<file path="src/sv/aipu_pkg.sv">
// Shared types and constants for the pixel format converter.
`timescale 1ns / 1ps
package aipu_pkg;

  localparam int FMT_W  = 4;
  localparam int SPAN_W = 9;

  localparam logic [FMT_W-1:0] FMT_IDX1     = 4'd0;
  localparam logic [FMT_W-1:0] FMT_IDX2     = 4'd1;
  localparam logic [FMT_W-1:0] FMT_IDX4     = 4'd2;
  localparam logic [FMT_W-1:0] FMT_IDX8     = 4'd3;
  localparam logic [FMT_W-1:0] FMT_ARGB4444 = 4'd4;
  localparam logic [FMT_W-1:0] FMT_X555     = 4'd5;
  localparam logic [FMT_W-1:0] FMT_1555     = 4'd6;
  localparam logic [FMT_W-1:0] FMT_565      = 4'd7;
  localparam logic [FMT_W-1:0] FMT_RGB888   = 4'd8;
  localparam logic [FMT_W-1:0] FMT_ARGB8888 = 4'd9;
  localparam logic [FMT_W-1:0] FMT_RESET    = FMT_ARGB8888;

  typedef enum logic [1:0] {
    OP_WRITE,
    OP_SEARCH,
    OP_PACK
  } op_t;

  typedef enum logic {
    S_IDLE,
    S_SEARCH
  } back_state_t;

  typedef struct packed {
    op_t               op;
    logic              reverse;
    logic [SPAN_W-1:0] span;
    logic [FMT_W-1:0]  format;
    logic [7:0]        entry_index;
    logic [23:0]       entry_color;
    logic [31:0]       pixel_color;
  } job_t;

endpackage

</file>
<file path="src/sv/aipu_queue.sv">
// Two-entry job queue between front and back ends.
`timescale 1ns / 1ps
module aipu_queue (
  input  logic           clk,
  input  logic           rst,
  input  logic           push,
  input  aipu_pkg::job_t push_job,
  input  logic           pop,
  output aipu_pkg::job_t pop_job,
  output logic           full,
  output logic           empty
);
  import aipu_pkg::*;

  job_t       slots [2];
  logic       wr_ptr;
  logic       rd_ptr;
  logic [1:0] count;

  assign full    = (count == 2'd2);
  assign empty   = (count == 2'd0);
  assign pop_job = slots[rd_ptr];

  always_ff @(posedge clk) begin
    if (push) begin
      slots[wr_ptr] <= push_job;
    end
  end

  always_ff @(posedge clk) begin
    if (rst) begin
      wr_ptr <= 1'b0;
      rd_ptr <= 1'b0;
      count  <= 2'd0;
    end else begin
      if (push) begin
        wr_ptr <= ~wr_ptr;
      end
      if (pop) begin
        rd_ptr <= ~rd_ptr;
      end
      case ({push, pop})
        2'b10:   count <= count + 2'd1;
        2'b01:   count <= count - 2'd1;
        default: count <= count;
      endcase
    end
  end

endmodule

</file>
<file path="config.mk">
export PLATFORM = sky130hd
export DESIGN_NAME = aipu_queue
export DESIGN_NICKNAME = d
export VERILOG_FILES = /design/src/sv/aipu_pkg.sv /design/src/sv/aipu_queue.sv
export SDC_FILE = /design/constraint.sdc
export NUM_CORES = 1
export LEC_CHECK = 0
export ABC_AREA = 0
export BUFFER_PORTS_ARGS = -buffer_cell sky130_fd_sc_hd__buf_4
export CORE_AREA = 10 10 119 121
export DETAILED_ROUTE_END_ITERATION = 10
export DIE_AREA = 0 0 129 131
export PLACE_DENSITY = 0.77
export SLEW_MARGIN = 20
export SYNTH_ARGS = -nofsm -noshare
export SYNTH_HDL_FRONTEND = slang
export SYNTH_SLANG_ARGS = --single-unit
</file>
<file path="constraint.sdc">
create_clock -name clk -period 6.9 [get_ports clk]
set_clock_uncertainty 0.2 [all_clocks]
set_input_delay 1.38 -clock clk [delete_from_list [all_inputs] [get_ports clk]]
set_output_delay 1.38 -clock clk [all_outputs]
set_load 0.05 [all_outputs]
</file>
==> run_results.csv <==
group,metric,value,unit
run_status,status,"finished, final reports clean",
timing,maxSlewHeadroom,0.297,
synthesis,synth_fa_ha_area_frac,0.00210,
final_layout,n_antenna_cell,0,
critical_path,cpMaxStageDelayCell,"dfxtp_4",
route,finalWirelength,11400,µm
critical_path,crit_required,5320,ps
place,dpl_cell_area,7350,µm²
synthesis,synthesis.area,5960,µm²
clock_tree,path_clk_slew,60,ps
die,dieWidth,129,µm
place,dp_hpwl,7710,µm
synthesis,synth.avg_cell_area,22.0,µm²
timing,grt_setup_unrepaired,"no",
pwr,combPwrFrac,0.179,
clock_tree,post_cts_buffers,0,
clock_tree,clkLatencyLatePin,410,ps
pwr,seqPwrFrac,0.495,
critical_path,critPathCaptureType,"output port",
synthesis,netlist_instances,271,
critical_path,max_stage_delay,1030,ps
job,maxCapViolCount,0,
route,wl_per_cell,18.7,µm
hold_path,hold_class,"flop to flop",
timing,final-setup-viol-count,0,
timing,hold_violations,0,
place,portBuffers,165,
critical_path,r2r-end,"slots[0][15]",
synthesis,synth_compound_area_frac,0.00168,
critical_path,start_kind,"flop",
synthesis,synth_top_family_by_area,"multiplexers",
clock_tree,clock_sinks,165,
critical_path,r2r_start,"wr_ptr",
critical_path,critPathArrivalTime,2120,ps
place,globalplace.congestion,0.716,
clock_tree,cts_tree,"built",
grt,grt_max_degree,81,
final_layout,n_fill_cell,782,
critical_path,crit_type,"flop to output port",
final_layout,fin_nets,533,
final_layout,stdcell_count,608,
critical_path,reg2reg_depth,2,
pwr,power_density,308,nW/µm²
synthesis,synth_cell_types,14,
clock_tree,cts_buffers,17,
die,num_io_pins,166,
pwr,p_int,1.78,mW
hold_path,min_to,"count[1]",
clock_tree,cts.hold.buffers_added,0,
pwr,power_frac_clock,0.326,
grt,grt.total_usage,0.138,
clock_tree,htree_num_levels,4,
final_layout,syn_to_final_growth,32.4,%
grt,grt_pass1_wl,17400,µm
route,ant_nets,0,
timing,finalCritPeriodShare,0.537,
place,placed_cells,575,
synthesis,synth_fp_nets,356,
clock_tree,cts.path.max_buffers,2,
clock_tree,ctsResizeCount,0,
final_layout,stdcell_area,7880,µm²
route,firstDrtPassIters,4,
timing,final_max_slew_viol_count,0,
synthesis,synth.mux.area_fraction,0.151,
route,drt-initial-drc-count,183,
pwr,leakagePower,2.95,nW
die,dieArea,16900,µm²
final_layout,drive_gt1_frac,0.603,
clock_tree,clock-root-buffer,"clkbuf_16",
synthesis,synth_area_leaders,"edfxtp_1, mux2_2, dfxtp_1",
timing,period_minus_slack,3700,ps
synthesis,synth-simple-area-share,0.00735,
route,drc_errors,0,
critical_path,path_cells,"mux2_2 -> buf_4",
critical_path,r2r_slack,4460,ps
route,routed_via_density,4.96,
die,core_area,11800,µm²
timing,setup_tns,0,ps
grt,overflow,0,
pwr,switching_share,0.268,
die,start_util,0.504,
grt,antenna_found_initial,0,
synthesis,yosysWarnings,0,
final_layout,post-route-util,0.667,
grt,grt_pass1_vias,3369,
hold_path,hold_depth,2,
timing,fmax,270,MHz
timing,worstMarginPinSlew,1050,ps
die,row_count,40,
route,vias,3015,
synthesis,yosys.area.top_type,"edfxtp_1",
synthesis,synth-xor-area-share,0.00588,
critical_path,cp_max_fo,80,
synthesis,ys_seq_area_frac,0.824,
synthesis,yosysTopAreaCellShare,0.807,
pwr,peakVddDrop,0.201,mV
synthesis,synth-seq-cells,165,
die,die_height,131,µm
hold_path,min_from,"count[1]",
pwr,p_switching,651,µW
==> synthesized netlist by cell type <==
master    count
xor2_1        1
xnor2_1       3
and2_1        1
or3_1         1
and2b_2       1
buf_2         9
a21oi_1       1
edfxtp_1    160
ha_1          1
mux2_2       80
nor2_1        6
o21ai_0       1
inv_1         1
dfxtp_1       5
==> metrics by stage <==
| stage | power, mW | hold slack (ps) | worst slack, ps |
|---|---|---|---|
| floorplan | 1.51 | 261 | 1390 |
| global route | 2.52 | 354 | 3060 |
| detailed placement | 1.66 | 305 | 3220 |
| global placement | 1.65 | 285 | 3260 |
| finish | 2.43 | 315 | 3200 |
| CTS | 2.45 | 315 | 3160 |
==> placed cells by master (no fill, tap or decap) <==
cell,instances
inv_1,1
dfxtp_1,4
o21ai_0,1
xnor2_1,3
buf_4,166
and2_4,1
dfxtp_4,1
buf_16,1
nor2_4,1
ha_1,1
clkinv_1,2
nor2_1,5
mux2_2,80
edfxtp_1,160
and2b_2,1
a21oi_1,1
or3_1,1
clkbuf_16,17
clkbuf_1,3
xor2_1,1
clkinv_2,7
clkinvlp_4,3
==> worst max-delay path by stage <==
stage	endpoint	slack [ps]	cells after the start
after floorplan	slots[0][0]	1390	2
after global placement	slots[0][29]	3260	4
after detailed placement	slots[0][22]	3220	4
after CTS	pop_job[30]	3160	2
after global routing	pop_job[41]	3060	2
final	pop_job[78]	3200	2
==> logic make-up after synthesis <==
kind of cell,Yosys count
muxes,80
buffers and inverters,10
adders and majority gates,1
DFF,165
and+or+nand+nor,9
xor gates and xnor gates,4
AOI/OAI and AO/OA,2
==> flip-flops by register name, indices dropped and copies added (netlist names), named ones only <==
| signal | count |
|---|---|
| slots | 160 |
| count | 2 |
| rd_ptr | 1 |
| wr_ptr | 1 |
==> power by group through the flow <==
stage          clock (mW)  combinational [mW]  sequential, mW
4_1_cts             0.809               0.437            1.20
2_1_floorplan           0               0.303            1.20
3_3_place_gp            0               0.433            1.22
6_report            0.792               0.433            1.20
3_5_place_dp            0               0.436            1.22
5_1_grt             0.861               0.455            1.21
==> worst max-delay path, delay by kind of cell (launching register included) <==
family | cells | cell delay [ps]
buffers and inverters | 1 | 190
flip-flops | 1 | 1030
multiplexers | 1 | 430
==> area by class of cell <==
type                            count  area [µm²]  area share
Clock buffer                       20         437      0.0554
Clock inverter                     12        65.1     0.00825
Inverter                            1        3.75    0.000476
Multi-Input combinational cell     96        1010       0.128
Sequential cell                   165        4910       0.623
Tap cell                          147         184      0.0233
Timing Repair Buffer              167        1270       0.162
==> routing by layer <==
| layer | GRT usage | vias up | part of all wire |
|---|---|---|---|
| li1 | - | 1418 | - |
| met1 | 0.154 | 1469 | 0.39 |
| met2 | 0.222 | 111 | 0.50 |
| met3 | 0.0657 | 17 | 0.092 |
| met4 | 0.0582 | 0 | 0.016 |
| met5 | 0 | - | 0 |
Power figures use the tool's default switching activity.
