**src/sv/aipu_pkg.sv**
```systemverilog
// Shared types and constants for the pixel format converter.
`timescale 1ns / 1ps
package aipu_pkg;

  localparam int FMT_W  = 4;
  localparam int SPAN_W = 9;

  localparam logic [FMT_W-1:0] FMT_IDX1     = 4'd0;
  localparam logic [FMT_W-1:0] FMT_IDX2     = 4'd1;
  localparam logic [FMT_W-1:0] FMT_IDX4     = 4'd2;
  localparam logic [FMT_W-1:0] FMT_IDX8     = 4'd3;
  localparam logic [FMT_W-1:0] FMT_ARGB4444 = 4'd4;
  localparam logic [FMT_W-1:0] FMT_X555     = 4'd5;
  localparam logic [FMT_W-1:0] FMT_1555     = 4'd6;
  localparam logic [FMT_W-1:0] FMT_565      = 4'd7;
  localparam logic [FMT_W-1:0] FMT_RGB888   = 4'd8;
  localparam logic [FMT_W-1:0] FMT_ARGB8888 = 4'd9;
  localparam logic [FMT_W-1:0] FMT_RESET    = FMT_ARGB8888;

  typedef enum logic [1:0] {
    OP_WRITE,
    OP_SEARCH,
    OP_PACK
  } op_t;

  typedef enum logic {
    S_IDLE,
    S_SEARCH
  } back_state_t;

  typedef struct packed {
    op_t               op;
    logic              reverse;
    logic [SPAN_W-1:0] span;
    logic [FMT_W-1:0]  format;
    logic [7:0]        entry_index;
    logic [23:0]       entry_color;
    logic [31:0]       pixel_color;
  } job_t;

endpackage

```
**src/sv/aipu_front.sv**
```systemverilog
// Front end: takes items, holds the format register and classifies each item into a job.
`timescale 1ns / 1ps
module aipu_front #(
  parameter int PALETTE_DEPTH = 256
) (
  input  logic                     clk,
  input  logic                     rst,
  input  logic                     start,
  output logic                     busy,
  input  logic                     mode,
  input  logic [7:0]               entry_index,
  input  logic [23:0]              entry_color,
  input  logic [31:0]              pixel_color,
  input  logic                     cfg_we,
  input  logic [aipu_pkg::FMT_W-1:0] cfg_data,
  input  logic                     q_full,
  output logic                     push,
  output aipu_pkg::job_t           job
);
  import aipu_pkg::*;

  localparam logic [SPAN_W-1:0] DEPTH_SPAN = SPAN_W'(PALETTE_DEPTH);

  logic [FMT_W-1:0]  target_format;
  logic              held_valid;
  job_t              held;
  job_t              job_next;
  logic              keep;
  logic              accept;
  logic [SPAN_W-1:0] span_raw;

  assign busy   = held_valid & q_full;
  assign accept = start & ~busy;
  assign push   = held_valid & ~q_full;
  assign job    = held;

  always_comb begin
    span_raw = SPAN_W'(2);
    job_next = '0;
    keep     = 1'b1;
    job_next.format      = target_format;
    job_next.entry_index = entry_index;
    job_next.entry_color = entry_color;
    job_next.pixel_color = pixel_color;
    unique case (target_format) inside
      FMT_IDX1: span_raw = SPAN_W'(2);
      FMT_IDX2: span_raw = SPAN_W'(4);
      FMT_IDX4: span_raw = SPAN_W'(16);
      FMT_IDX8: span_raw = SPAN_W'(256);
      default:  span_raw = SPAN_W'(2);
    endcase
    job_next.span    = (span_raw > DEPTH_SPAN) ? DEPTH_SPAN : span_raw;
    job_next.reverse = (target_format == FMT_IDX1);
    if (!mode) begin
      job_next.op = OP_WRITE;
      keep        = ({1'b0, entry_index} < DEPTH_SPAN);
    end else if (target_format == FMT_IDX1 || target_format == FMT_IDX2 ||
                 target_format == FMT_IDX4 || target_format == FMT_IDX8) begin
      job_next.op = OP_SEARCH;
    end else begin
      job_next.op = OP_PACK;
    end
  end

  always_ff @(posedge clk) begin
    if (rst) begin
      target_format <= FMT_RESET;
    end else if (cfg_we) begin
      target_format <= cfg_data;
    end
  end

  always_ff @(posedge clk) begin
    if (rst) begin
      held_valid <= 1'b0;
    end else if (accept) begin
      held_valid <= keep;
    end else if (!q_full) begin
      held_valid <= 1'b0;
    end
  end

  always_ff @(posedge clk) begin
    if (accept) begin
      held <= job_next;
    end
  end

endmodule

```
**config.mk**
```make
export PLATFORM = sky130hd
export DESIGN_NAME = aipu_front
export DESIGN_NICKNAME = d
export VERILOG_FILES = /design/src/sv/aipu_pkg.sv /design/src/sv/aipu_front.sv
export SDC_FILE = /design/constraint.sdc
export NUM_CORES = 1
export LEC_CHECK = 0
export BUFFER_PORTS_ARGS = -buffer_cell sky130_fd_sc_hd__buf_4
export CAP_MARGIN = 20
export CORE_MARGIN = 2
export CORE_UTILIZATION = 44
export CTS_BUF_LIST = sky130_fd_sc_hd__clkbuf_2 sky130_fd_sc_hd__clkbuf_4 sky130_fd_sc_hd__clkbuf_8
export CTS_CLUSTER_DIAMETER = 120
export DETAILED_ROUTE_END_ITERATION = 16
export PLACE_DENSITY = 0.82
export REMOVE_ABC_BUFFERS = 1
export SYNTH_ARGS = -nofsm -noshare
export SYNTH_HDL_FRONTEND = slang
export SYNTH_SLANG_ARGS = --single-unit
export TNS_END_PERCENT = 50
```
**constraint.sdc**
```tcl
create_clock -name clk -period 6.5 [get_ports clk]
set_clock_uncertainty 0.1 [all_clocks]
set_input_delay 0.975 -clock clk [delete_from_list [all_inputs] [get_ports clk]]
set_output_delay 0.975 -clock clk [all_outputs]
set_load 0.1 [all_outputs]
```
==> reports/metrics.csv, run 1 <==
metric,value,unit
post_drt_wl_per_cell,19.0,um
vias,1630,
crit_path_end_kind,primary output,
layout_commonest_cell,buf_4,
viasPerCell,4.72,
power_frac_seq,46.5,%
slew_headroom,41.5,%
final_area,3960,um^2
clkPwrFrac,29.8,%
worst_pin_slew,877,ps
fmax,379,MHz
syn_area_per_cell,23.6,um^2
synth_warnings,0,
netlist_instances,107,
diodes,0,
clk-insertion-delay-late,330,ps
total_power,1.31,mW
globalRouteTotalUtil,20.0,%
cts_tree,yes,
layout_common_cells,"buf_4, edfxtp_1, clkbuf_8",
antenna_found_initial,0,
dpl.cell_count,329,
status,"finished, final reports clean",
cp.arrival,1560,ps
die_w,79.8,um
dieArea,6370,um^2
firstDrtPassIters,4,
path_class,input pin to primary output,
netlist.area_leader.share,89.0,%
start_kind,input pin,
cts_resized,0,
pre_cts_ws,3860,ps
drive_gt1_share,61.2,%
switching_share,33.0,%
cts_buffers,9,
grt_setup_unrepaired,no,
setup_viol,0,
ios,156,
p_leak,1.68,nW
p_int,0.880,mW
row_count,27,
ys_types,14,
grt_pass1_wl,8830,um
die_h,79.8,um
cts-htree-levels,3,
core_area,5540,um^2
path_clk_slew,80,ps
nets,342,
placed_area,3740,um^2
switchingPower,0.434,mW
yosys.area.top_type,edfxtp_1,
synth_seq_area_share,93.0,%
clock-root-buffer,clkbuf_8,
dp.final_hpwl,4480,um
cap_violations,0,
vdd_drop_max,0.197,mV
finalCriticalPeriod,2640,ps
post_cts_buffers,0,
ys_seq_elements,80,
synth_top_cells_by_area,"edfxtp_1, dfxtp_1, buf_4",
area_growth,56.4,%
tns,0,ps
drv_slew,0,
cts_buffer_depth,2,
place_congestion,0.701,
fillers,357,
gr-max-usage-layer,met2,
hold_buffers,0,
drc,0,
grtUsageMet2,35.3,%
instances_no_fill,345,
drt_iter0_markers,130,
grt_max_degree,76,
clock_sinks,80,
wl,6560,um
p_comb_share,23.7,%
required,5420,ps
cp_cell_sequence,"buf_4, and2_1, buf_4",
crit_path_top_delay_cell,buf_4,
fin_ws,3860,ps
synth_area,2530,um^2
start_util,45.7,%
path_common_cell,buf_4,
grtUsageMet3,5.66,%
hold_path_class,register to register,
hold_violations,0,
grt-ovfl-total,0,
place.port_buffers,150,
fin_crit_sh,40.6,%
cpPeakStageDelay,310,ps
grt_pass1_vias,1570,
powerDensity,332,nW/um^2
grt_use_met1,21.5,%
critPathMaxFanout,3,
antenna_left,0,
state kept, by name, summed over array words and instances, names as in the netlist:
signal,flops
held_valid,1
target_format,4
job,75
logic make-up after synthesis:
family / share of synthesized area, %
buffers and inverters: 1.48
AO/OA/AOI/OAI: 1.09
AND/OR/NAND/NOR: 3.51
multiplexers: 0.791
flip-flops: 93.0
other: 0.148
final cells by class:
cell class	instances	area, um^2	share of cell area, %
Clock inverter	7	93.8	2.37
Tap cell	72	90.1	2.28
Multi-Input combinational cell	26	163	4.11
Clock buffer	9	124	3.13
Timing Repair Buffer	151	1130	28.7
Sequential cell	80	2350	59.5
Yosys cell counts:
cell type	number
edfxtp_1	75
buf_4	5
dfxtp_1	5
nor2b_1	5
nor2_1	4
a211o_1	2
and2_1	2
mux2i_1	2
nor4b_1	2
a21oi_1	1
and3_1	1
conb_1	1
nor4_1	1
o21ai_0	1
power by group through the flow:
| stage | Clock [mW] | Sequential (mW) | Combinational, mW |
|---|---|---|---|
| floorplan | 0 | 0.821 | 0.0299 |
| global placement | 0 | 0.620 | 0.308 |
| detailed placement | 0 | 0.621 | 0.311 |
| CTS | 0.399 | 0.611 | 0.313 |
| global route | 0.420 | 0.613 | 0.318 |
| finish | 0.392 | 0.611 | 0.312 |
per-layer routing:
metal | part of all wire [%] | vias up
li1 | - | 728
met1 | 33 | 777
met2 | 55 | 110
met3 | 9.1 | 15
met4 | 2.8 | 0
met5 | 0 | -
worst max-delay path, delay by kind of cell:
kind / cells / cell delay (ps)
buffers and inverters: 2 / 400
and+or+nand+nor: 1 / 190
worst paths after layout:
check                                        startpoint                 endpoint  slack (ps)  depth (start not counted)
worst max-delay path                             q_full                     busy        3860                          3
worst min-delay path            held_valid$_SDFFE_PP0P_  held_valid$_SDFFE_PP0P_         420                          2
worst max register to register  held_valid$_SDFFE_PP0P_        job[64]$_DFFE_PP_        4720                          3
worst min register to register  held_valid$_SDFFE_PP0P_  held_valid$_SDFFE_PP0P_         420                          2
metrics by stage:
stage                     utilization, %  hold slack, ps
after floorplan                        -             357
after global placement              67.5             376
after detailed placement            67.5             400
after CTS                           71.4             415
after global routing                71.4             434
final                               71.4             416
Power figures use the tool's default switching activity.
==> run 2: changes to the inputs <==
--- a/config.mk
+++ b/config.mk
@@ -8,11 +8,11 @@
 export BUFFER_PORTS_ARGS = -buffer_cell sky130_fd_sc_hd__buf_4
 export CAP_MARGIN = 20
 export CORE_MARGIN = 2
-export CORE_UTILIZATION = 44
+export CORE_UTILIZATION = 40
 export CTS_BUF_LIST = sky130_fd_sc_hd__clkbuf_2 sky130_fd_sc_hd__clkbuf_4 sky130_fd_sc_hd__clkbuf_8
 export CTS_CLUSTER_DIAMETER = 120
 export DETAILED_ROUTE_END_ITERATION = 16
-export PLACE_DENSITY = 0.82
+export PLACE_DENSITY = 0.78
 export REMOVE_ABC_BUFFERS = 1
 export SYNTH_ARGS = -nofsm -noshare
 export SYNTH_HDL_FRONTEND = slang
==> constraint.sdc (replaced) <==
create_clock -name clk -period 2.35 [get_ports clk]
set_clock_uncertainty 0.1 [all_clocks]
set_input_delay 0.3525 -clock clk [delete_from_list [all_inputs] [get_ports clk]]
set_output_delay 0.3525 -clock clk [all_outputs]
set_load 0.1 [all_outputs]
==> run 2 against run 1 <==
  * Core utilization down 5.9 points
  * Largest power group unchanged
  * Clock-buffer cell count increased by 1
  * Highest routed layer unchanged
  * Register-to-register slack got worse by 3800 ps
  * Final cell count rose by 0.87%
  * Die area up 9.5%
  * Clock power grew 140%
  * First-iteration DRC count decreased by 9.2%
  * Cell area down 0.28%
  * Combinational power grew to 2.8 times the previous value
  * Critical path type is now register to primary output
  * Sequential share of layout area is 0.17 points higher
  * Global-route usage down 2.7 points
==> reports/metrics.csv, run 2 (synthesis gave the netlist of run 1 again) <==
metric,value,unit,change
status,"finished, final reports clean",,
grt_max_degree,76,,unchanged
vdd_drop_max,0.455,mV,+130%
viasPerCell,4.50,,-4.8%
post_drt_wl_per_cell,16.8,um,-12%
drc,0,,unchanged
cap_violations,0,,unchanged
dpl.cell_count,332,,+0.91%
rr_worst_depth,3,,unchanged
dieArea,6980,um^2,+9.5%
die_h,83.5,um,+4.6%
r2r-end,job[16]$_DFFE_PP_,,
finalCriticalPeriod,1640,ps,
path_clk_slew,80,ps,about the same
fmax,609,MHz,
cp.arrival,1190,ps,-370 ps
crit_path_end_kind,primary output,,
cts_buffer_depth,2,,unchanged
setup_viol,0,,unchanged
fin_crit_sh,69.9,%,
ios,156,,unchanged
firstDrtPassIters,4,,unchanged
layout_commonest_cell,buf_4,,
hold_violations,0,,unchanged
cts_tree,yes,,
post_cts_buffers,0,,unchanged
start_kind,register,,
nets,342,,unchanged
area_growth,55.9,%,
wl,5850,um,-11%
clk-insertion-delay-late,330,ps,about the same
grt_pass1_vias,1598,,+1.8%
cts_resized,0,,unchanged
hold_buffers,0,,unchanged
cts-htree-levels,3,,unchanged
start_util,42.0,%,-3.7 points
dp.final_hpwl,4430,um,-1.2%
hold-worst-slack,90.6,ps,-325 ps
grt_setup_unrepaired,no,,
vias,1565,,-4.0%
timing.rr.start,held_valid$_SDFFE_PP0P_,,
grt_pass1_wl,8870,um,+0.46%
drive_gt1_share,60.4,%,-0.73 points
core_area,6030,um^2,+8.8%
critPathMaxFanout,3,,unchanged
path_class,register to primary output,,
holdPathEnd,job[51]$_DFFE_PP_,,
place.port_buffers,150,,unchanged
powerDensity,887,nW/um^2,+170%
diodes,0,,unchanged
drv_slew,0,,unchanged
antenna_left,0,,unchanged
row_count,28,,+3.7%
drt_iter0_markers,118,,-9.2%
place_congestion,0.727,,+3.8%
p_leak,1.67,nW,-0.37%
whs_path_depth,1,,-1
antenna_found_initial,0,,unchanged
cts_buffers,9,,unchanged
hold_start,entry_color[19],,
hold_path_class,input pin to register,,
grt-ovfl-total,0,,unchanged
clock-root-buffer,clkbuf_8,,
instances_no_fill,348,,+0.87%
largest_reg_flops,75,,unchanged
required,1900,ps,-3520 ps
layout_common_cells,"buf_4, edfxtp_1, clkbuf_8",,
clock_sinks,80,,unchanged
reg2reg_slack,900,ps,-3820 ps
die_w,83.5,um,+4.6%
globalRouteTotalUtil,17.3,%,-2.7 points
[run 2: cell types whose count changed in the layout (fill, tap and decap cells not counted)]
cell and change:
buf_12 +1, buf_4 -1, bufinv_16 -1, clkbuf_4 +1, clkinv_1 +2, clkinv_2 -1, clkinvlp_4 -1
[run 2: critical path, stage by stage (launching register included)]
cell	delay [ps]
dfxtp_1	360
and2_1	200
buf_4	310
[run 2: area by class of cell]
cell class / instances / area (um^2)
Tap cell: 75 / 93.8
Fill cell: 426 / 2080
Clock inverter: 6 / 58.8
Timing Repair Buffer: 151 / 1150
Clock buffer: 10 / 131
Sequential cell: 80 / 2350
Multi-Input combinational cell: 26 / 163
[run 2: where the power goes]
group	switching, mW	internal, mW
combinational	0.679	0.183
clock	0.453	0.498
sequential	0.0297	1.66
[run 2: worst max path at each step]
stage,start,end,cells after the start
finish,held_valid$_SDFFE_PP0P_,busy,2
global placement,q_full,job[37]$_DFFE_PP_,4
detailed placement,q_full,job[49]$_DFFE_PP_,4
CTS,held_valid$_SDFFE_PP0P_,busy,2
floorplan,q_full,job[0]$_DFFE_PP_,2
global route,held_valid$_SDFFE_PP0P_,busy,2
[run 2: layer usage]
layer | GRT usage, % | share of wire (%)
met5 | 0 | 0
met4 | 10.6 | 3.4
met3 | 5.93 | 9.9
met2 | 29.8 | 52
met1 | 18.1 | 35
[run 2: metrics by stage]
stage               power (mW)  instance area, um^2  setup WS, ps  setup TNS [ps]  utilization (%)
global placement          2.57                 3750           760               0             62.3
floorplan                 2.35                 2510         -2580         -193360                -
detailed placement        2.58                 3750           738               0             62.3
global route              3.62                 3950           630               0             65.5
finish                    3.50                 3950           707               0             65.5
CTS                       3.53                 3950           686               0             65.5
==> run 3: changes to the inputs <==
==> constraint.sdc (replaced) <==
create_clock -name clk -period 1.4 [get_ports clk]
set_clock_uncertainty 0.1 [all_clocks]
set_input_delay 0.21 -clock clk [delete_from_list [all_inputs] [get_ports clk]]
set_output_delay 0.21 -clock clk [all_outputs]
set_load 0.1 [all_outputs]
==> run 3 against run 2 <==
  * Cell area rose by 19%
  * Non-clock buffer count is 70 higher
  * Wire length rose by 37%
  * Largest cell class unchanged
==> reports/metrics.csv, run 3 (synthesis gave the netlist of run 1 again) <==
metric,value,unit,change
status,"finished, final reports clean",,
die_h,83.5,um,unchanged
post_drt_wl_per_cell,19.1,um,+14%
nets,412,,+20%
hold_violations,0,,unchanged
crit_path_end_kind,primary output,,
clock-root-buffer,clkbuf_8,,
drv_slew,0,,unchanged
cts-htree-levels,3,,unchanged
placed_area,3790,um^2,+1.1%
die_w,83.5,um,unchanged
largest_reg_flops,75,,unchanged
dieArea,6980,um^2,unchanged
setup_viol,0,,unchanged
drive_gt1_share,50.1,%,-10 points
clock_sinks,80,,unchanged
row_count,28,,unchanged
cts_tree,yes,,
grt_pass1_wl,11700,um,+32%
fmax,742,MHz,
cpPeakStageDelay,390,ps,+30 ps
antenna_found_initial,1,,+1
tns,0,ps,unchanged
place_congestion,0.767,,+5.4%
drc,0,,unchanged
crit_path_top_delay_cell,edfxtp_1,,
place.port_buffers,150,,unchanged
antenna_left,0,,unchanged
area_growth,86.0,%,
start_util,42.0,%,unchanged
p_leak,1.99,nW,+19%
hold-worst-slack,6.66,ps,-83.9 ps
critPathMaxFanout,1,,-2
drt_iter0_markers,141,,+19%
powerDensity,1310,nW/um^2,+48%
grt-ovfl-total,0,,unchanged
viasPerCell,4.56,,+1.5%
cts_buffers,9,,unchanged
start_kind,register,,
fin_crit_sh,96.2,%,
firstDrtPassIters,4,,unchanged
worst_path_dominant_cell_family,flip-flops,,
core_area,6030,um^2,unchanged
required,1090,ps,-810 ps
grt_pass1_vias,1961,,+23%
ios,156,,unchanged
path_clk_slew,90,ps,about the same
finalCriticalPeriod,1350,ps,
clk-insertion-delay-late,340,ps,about the same
wl,8000,um,+37%
path_buf_inv,1,,unchanged
cts_buffer_depth,2,,unchanged
path_class,register to primary output,,
layout_commonest_cell,buf_4,,
cap_violations,0,,unchanged
vias,1912,,+22%
post_cts_buffers,0,,unchanged
hold_path_class,input pin to register,,
layout_common_cells,"buf_4, edfxtp_1, dlygate4sd3_1",,
cp.arrival,1040,ps,-150 ps
final_area,4710,um^2,+19%
grt_max_degree,29,,-62%
cp_cell_sequence,buf_4,,
fin_util,78.1,%,+13 points
vdd_drop_max,0.711,mV,+56%
globalRouteTotalUtil,22.9,%,+5.7 points
grt_setup_unrepaired,no,,
run 3: timing repair:
action	in CTS	in global routing
setup endpoints to repair	2	69
cloned	0	0
resized for setup	8	3
hold buffers	68	0
endpoints found under the hold margin	69	0
run 3: power breakdown:
group	internal, mW	switching, mW	total [mW]
clock network	0.836	0.844	1.68
logic	0.455	1.20	1.66
registers	2.78	0.0607	2.84
total	4.07	2.11	6.18
run 3: final cells by class:
class                   count  area (um^2)
multi-input cells          26          173
repair buffers            221         1890
diodes                      1         2.50
clock buffers              10          131
clock inverters             6         60.1
flip-flops and latches     80         2350
fillers                   326         1320
well taps                  75         93.8
run 3: worst min-delay path, stage by stage:
cell and delay [ps]:
buf_4 70, mux2i_1 50, nor2_1 70
run 3: path summary, 6_finish.rpt:
check	slack, ps	start	to	cells after the start
setup / recovery	50	job[61]$_DFFE_PP_	job[61]	1
hold reg to reg	420	target_format[3]$_SDFFE_PP1P_	job[67]$_DFFE_PP_	0
hold / removal	7	cfg_data[1]	target_format[1]$_SDFFE_PP0P_	3
setup reg to reg	70	held_valid$_SDFFE_PP0P_	job[64]$_DFFE_PP_	3
run 3: stage by stage:
step                      std cells  total power [mW]  setup WS, ps
after floorplan                 106              3.95         -3460
after global placement          334              4.34          21.1
after detailed placement        334              4.36          7.55
after CTS                       418              6.13         -1.99
after global routing            419              6.35          21.0
final                           419              6.18          52.5
run 3: metal layers:
metal  GRT usage (%)  routed length, um  vias to the layer above
met5               0                  0                        -
met4            9.24                210                        0
met3            5.34                610                       18
met2            39.7               4100                      114
met1            27.9               3070                      910
li1                -                  -                      870
